==> config.mk <==
export PLATFORM = sky130hd
export DESIGN_NAME = ttes_edge
export DESIGN_NICKNAME = d
export VERILOG_FILES = /design/src/sv/ttes_pkg.sv /design/src/sv/ttes_edge.sv
export SDC_FILE = /design/constraint.sdc
export NUM_CORES = 2
export LEC_CHECK = 0
export ABC_CLOCK_PERIOD_IN_PS = 27300
export BUFFER_PORTS_ARGS = -buffer_cell sky130_fd_sc_hd__clkbuf_2
export CAP_MARGIN = 20
export CORE_ASPECT_RATIO = 1.75
export CORE_MARGIN = 3
export CORE_UTILIZATION = 65
export DETAILED_ROUTE_END_ITERATION = 12
export PLACE_DENSITY = 0.89
export SYNTH_ARGS = -nofsm -noshare
export SYNTH_HDL_FRONTEND = slang
export SYNTH_SLANG_ARGS = --single-unit
==> constraint.sdc <==
create_clock -name vclk -period 27.3
set_input_delay 2.73 -clock vclk [all_inputs]
set_output_delay 2.73 -clock vclk [all_outputs]
set_load 0.1 [all_outputs]
==> src/sv/ttes_pkg.sv <==
package ttes_pkg;

   // field widths of the request and response
   localparam int COORD_W  = 16;
   localparam int TILE_W   = 6;
   localparam int COLOR_W  = 16;
   localparam int STEP_W   = COORD_W + 1;
   localparam int WRAP_W   = 32;
   localparam int SHIFT    = 4;
   localparam int WEIGHT_W = WRAP_W - SHIFT;

   // tile geometry
   localparam int TILE_SIZE      = 32;
   localparam int SUBPIXEL_STEPS = 16;
   localparam int ORIGIN_SCALE   = TILE_SIZE * SUBPIXEL_STEPS;
   localparam int TILE_MAX       = (1 << TILE_W) - 1;
   localparam int ORIGIN_W       = $clog2(TILE_MAX * ORIGIN_SCALE + 1);

   // origin minus vertex, signed, wide enough for either operand
   localparam int PD_W   = ((ORIGIN_W + 1 > COORD_W) ? ORIGIN_W + 1 : COORD_W) + 1;
   // full cross product width, always at least the 32-bit wrap width
   localparam int PROD_W = STEP_W + PD_W;

   // stream packing
   localparam int REQ_FIELDS_W = 6 * COORD_W + 2 * TILE_W + COLOR_W;
   localparam int REQ_DATA_W   = ((REQ_FIELDS_W + 7) / 8) * 8;
   localparam int RSP_FIELDS_W = 6 * STEP_W + 3 * WEIGHT_W + COLOR_W;
   localparam int RSP_DATA_W   = ((RSP_FIELDS_W + 7) / 8) * 8;

   typedef struct packed {
      logic signed [COORD_W-1:0] vert0_x;
      logic signed [COORD_W-1:0] vert0_y;
      logic signed [COORD_W-1:0] vert1_x;
      logic signed [COORD_W-1:0] vert1_y;
      logic signed [COORD_W-1:0] vert2_x;
      logic signed [COORD_W-1:0] vert2_y;
      logic [TILE_W-1:0]         tile_col;
      logic [TILE_W-1:0]         tile_row;
      logic                      empty_tile;
      logic [COLOR_W-1:0]        tri_color;
   } item_type;

   typedef struct packed {
      logic [STEP_W-1:0]   step_a01;
      logic [STEP_W-1:0]   step_a12;
      logic [STEP_W-1:0]   step_a20;
      logic [STEP_W-1:0]   step_b01;
      logic [STEP_W-1:0]   step_b12;
      logic [STEP_W-1:0]   step_b20;
      logic [WEIGHT_W-1:0] weight0;
      logic [WEIGHT_W-1:0] weight1;
      logic [WEIGHT_W-1:0] weight2;
      logic [COLOR_W-1:0]  color_out;
   } result_type;

endpackage

==> src/sv/ttes_edge.sv <==
module ttes_edge (
   input  logic signed [ttes_pkg::COORD_W-1:0]  a_x,
   input  logic signed [ttes_pkg::COORD_W-1:0]  a_y,
   input  logic signed [ttes_pkg::COORD_W-1:0]  b_x,
   input  logic signed [ttes_pkg::COORD_W-1:0]  b_y,
   input  logic        [ttes_pkg::ORIGIN_W-1:0] org_x,
   input  logic        [ttes_pkg::ORIGIN_W-1:0] org_y,
   output logic        [ttes_pkg::WEIGHT_W-1:0] weight
);

   logic signed [ttes_pkg::STEP_W-1:0] dx;
   logic signed [ttes_pkg::STEP_W-1:0] dy;
   logic signed [ttes_pkg::PD_W-1:0]   qx;
   logic signed [ttes_pkg::PD_W-1:0]   qy;
   logic signed [ttes_pkg::PROD_W-1:0] p1;
   logic signed [ttes_pkg::PROD_W-1:0] p2;
   logic        [ttes_pkg::WRAP_W-1:0] w;
   logic                               top_left;

   // edge vector
   assign dx = {b_x[ttes_pkg::COORD_W-1], b_x} - {a_x[ttes_pkg::COORD_W-1], a_x};
   assign dy = {b_y[ttes_pkg::COORD_W-1], b_y} - {a_y[ttes_pkg::COORD_W-1], a_y};

   // tile origin relative to the edge start
   assign qx = {{(ttes_pkg::PD_W - ttes_pkg::ORIGIN_W){1'b0}}, org_x}
             - {{(ttes_pkg::PD_W - ttes_pkg::COORD_W){a_x[ttes_pkg::COORD_W-1]}}, a_x};
   assign qy = {{(ttes_pkg::PD_W - ttes_pkg::ORIGIN_W){1'b0}}, org_y}
             - {{(ttes_pkg::PD_W - ttes_pkg::COORD_W){a_y[ttes_pkg::COORD_W-1]}}, a_y};

   // cross product terms, only the low word is kept
   assign p1 = dx * qy;
   assign p2 = dy * qx;

   // top or left edge: horizontal going right, or going down in y
   assign top_left = ((a_y == b_y) && (a_x < b_x)) || (b_y > a_y);

   // bias the non top-left edges and drop the fraction bits
   assign w = p1[ttes_pkg::WRAP_W-1:0] - p2[ttes_pkg::WRAP_W-1:0]
            - {{(ttes_pkg::WRAP_W-1){1'b0}}, ~top_left};
   assign weight = w[ttes_pkg::WRAP_W-1:ttes_pkg::SHIFT];

endmodule

==> flow_summary.yaml <==
sta:
  grt_setup_unrepaired: "false"
  worstMarginPinSlew_ps: 1210
  report.final.slew_viol_count: 0
  finalHoldViolCount: 0
  finalSetupViolCount: 0
  fin_setup_tns_ps: 0
  fin_crit_ps: 15740
  max_freq_ghz: 0.0635
  maxSlewHeadroom_pct: 18.8
  finalCritPeriodShare_pct: 57.7
setup_path:
  crit_type: "input pin to primary output"
  slowest_stage: "xor2_1"
  path_common_cell: "fa_1"
  crit_required_ps: 24570
  crit_path_end_kind: "primary output"
  worstPathMaxFanout: 11
  crit_path_start_kind: "input pin"
  arrival_ps: 13010
  max_stage_delay_ps: 950
place:
  gp_congestion: 1.05
  dp_hpwl_um: 67100
  numPortBuffers: 122
floorplan:
  dieArea_um2: 39200
  row_count: 92
  chipHeight_um: 260
  core_area_um2: 36100
  io_pins: 122
  die_x_um: 151
  start_util_pct: 66.2
synth:
  avgSynthCellArea_um2: 8.83
  synth_cell_types: 71
  yosysSeqAreaShare_pct: 0
  synthXorXnorAreaFrac_pct: 5.11
  synth_top_cell_area_share_pct: 50.4
  synth_top_family_by_area: "adder cells"
  netlist_top_cells_area: "fa_1 50%, ha_1 12%, inv_1 11%"
  synth_cells: 2709
  synth-simple-area-share_pct: 13.8
  synth_compound_area_share_pct: 6.17
  synth_warnings: 0
  synth_nets: 3634
  netlist_area_um2: 23900
  muxShareOfSynthArea_pct: 0.125
  yosysTopAreaCell: "fa_1"
  synthAdderAreaFrac_pct: 62.3
clocking:
  ctsHoldBuffers: 0
  cts_resized: 0
  post_cts_buffers: 0
finish:
  seq_cells: 0
  seqCellArea_um2: 0
  nets: 3749
  clock_buffers: 0
  syn2layout_area_growth_pct: 5.91
  drive_gt1_share_pct: 8.82
  n_fill_cell: 2753
worst_hold_path:
  hold_path.class: "input pin to primary output"
  hold_depth: 9
status:
  violations: "DRC"
  status: "finished with violations"
global_routing:
  grt_max_degree: 21
  first_global_vias: 22181
  grt_usage_pct: 41.8
  grt_pass1_wl_um: 120000
  antenna_found_initial: 2
  overflow: 0
route:
  routed_wl_um: 78600
  ant_nets: 0
  viasPerCell: 6.03
  drt_iter0_drc: 1622
  drc: 2
  num_vias: 19864
  wl_per_cell_um: 23.9
  dr.pass1.iters: 12
run:
  drv_cap: 0
-- area by class of cell --
type / count / area [um^2] / share of cell area (%)
multi-input combinational: 1915 / 21000 / 82.8
tap: 470 / 588 / 2.32
antenna: 2 / 5.00 / 0.0197
timing repair buffer: 180 / 1040 / 4.12
inverter: 727 / 2730 / 10.8
-- logic make-up (layout without fill, tap and decap cells) --
logic type               after synthesis  after routing
buffers and inverters                794            907
other                                  0              2
XOR/XNOR                             133            133
multiplexers                           3              3
adder cells (fa/ha/maj)              831            831
AO/OA/AOI/OAI                        208            208
AND/OR/NAND/NOR                      740            740
-- synth_stat cells, types with 2 or more instances --
| cell | instances |
|---|---|
| a2111oi_2 | 2 |
| a211oi_1 | 2 |
| a21boi_0 | 3 |
| a21o_1 | 26 |
| a21oi_1 | 75 |
| a21oi_2 | 5 |
| and2_1 | 12 |
| and3_1 | 2 |
| and4_1 | 2 |
| clkbuf_1 | 67 |
| fa_1 | 602 |
| ha_1 | 229 |
| inv_1 | 726 |
| mux2i_1 | 3 |
| nand2_1 | 193 |
| nand2_4 | 2 |
| nand2b_1 | 69 |
| nand3_1 | 14 |
| nand4_1 | 11 |
| nor2_1 | 343 |
| nor2b_1 | 19 |
| nor3_1 | 20 |
| nor4_1 | 4 |
| o211ai_1 | 2 |
| o21a_1 | 21 |
| o21ai_0 | 25 |
| o21ai_1 | 4 |
| o21ai_2 | 2 |
| o21bai_1 | 10 |
| o22ai_1 | 2 |
| o31a_1 | 3 |
| o31ai_1 | 2 |
| o41ai_4 | 3 |
| or2_2 | 33 |
| or3_1 | 6 |
| or4_1 | 2 |
| xnor2_1 | 87 |
| xnor2_2 | 2 |
| xnor3_1 | 2 |
| xor2_1 | 40 |
| xor2_2 | 2 |
-- cells in the final DEF (no fill, tap or decap), types with 5 or more instances in the layout --
| master | n |
|---|---|
| nor2_1 | 343 |
| nand3_1 | 14 |
| or2_2 | 33 |
| xor2_2 | 5 |
| a21o_1 | 26 |
| o21ai_0 | 25 |
| xnor2_1 | 86 |
| fa_1 | 602 |
| xor2_1 | 37 |
| or3_1 | 6 |
| nand2b_1 | 69 |
| a21oi_2 | 5 |
| nand2_1 | 193 |
| and2_1 | 12 |
| inv_1 | 726 |
| nor3_1 | 20 |
| buf_4 | 57 |
| o21a_1 | 21 |
| a21oi_1 | 75 |
| o21bai_1 | 10 |
| nor2b_1 | 19 |
| clkbuf_2 | 122 |
| ha_1 | 229 |
| nand4_1 | 11 |
-- per-stage QoR --
step | cells | util (%) | instance area [um^2] | hold slack [ps] | setup slack [ps]
2_1_floorplan | 2709 | - | 23900 | 6420 | 12170
3_3_place_gp | 3286 | 70.0 | 25300 | 6750 | 11910
3_5_place_dp | 3288 | 70.0 | 25300 | 6810 | 11770
4_1_cts | 3288 | 70.0 | 25300 | 6810 | 11750
5_1_grt | 3292 | 70.1 | 25300 | 6920 | 11330
6_report | 3294 | 70.1 | 25300 | 6870 | 11560
-- path summary, 6_finish.rpt --
kind | endpoint | startpoint | slack (ps)
max | weight[27] | a_y[1] | 11560
min | weight[0] | org_y[0] | 6870
-- critical path, delay by kind of cell --
kind	cells	cell delay [ps]
buffers and inverters	4	730
and+or+nand+nor	5	850
AOI/OAI and AO/OA	13	2650
adders and majority gates	10	4800
xor gates and xnor gates	2	1240
-- layer usage --
layer / routed length [um] / up-vias / track usage (%)
met5: 0 / - / 0
met4: 12600 / 0 / 46.6
met3: 7460 / 631 / 11.6
met2: 37400 / 1316 / 67.7
met1: 21200 / 9744 / 39.3
li1: - / 8173 / -
Power is not shown: default switching activity piles up to over one toggle a cycle in this logic, so the estimate is an artifact.
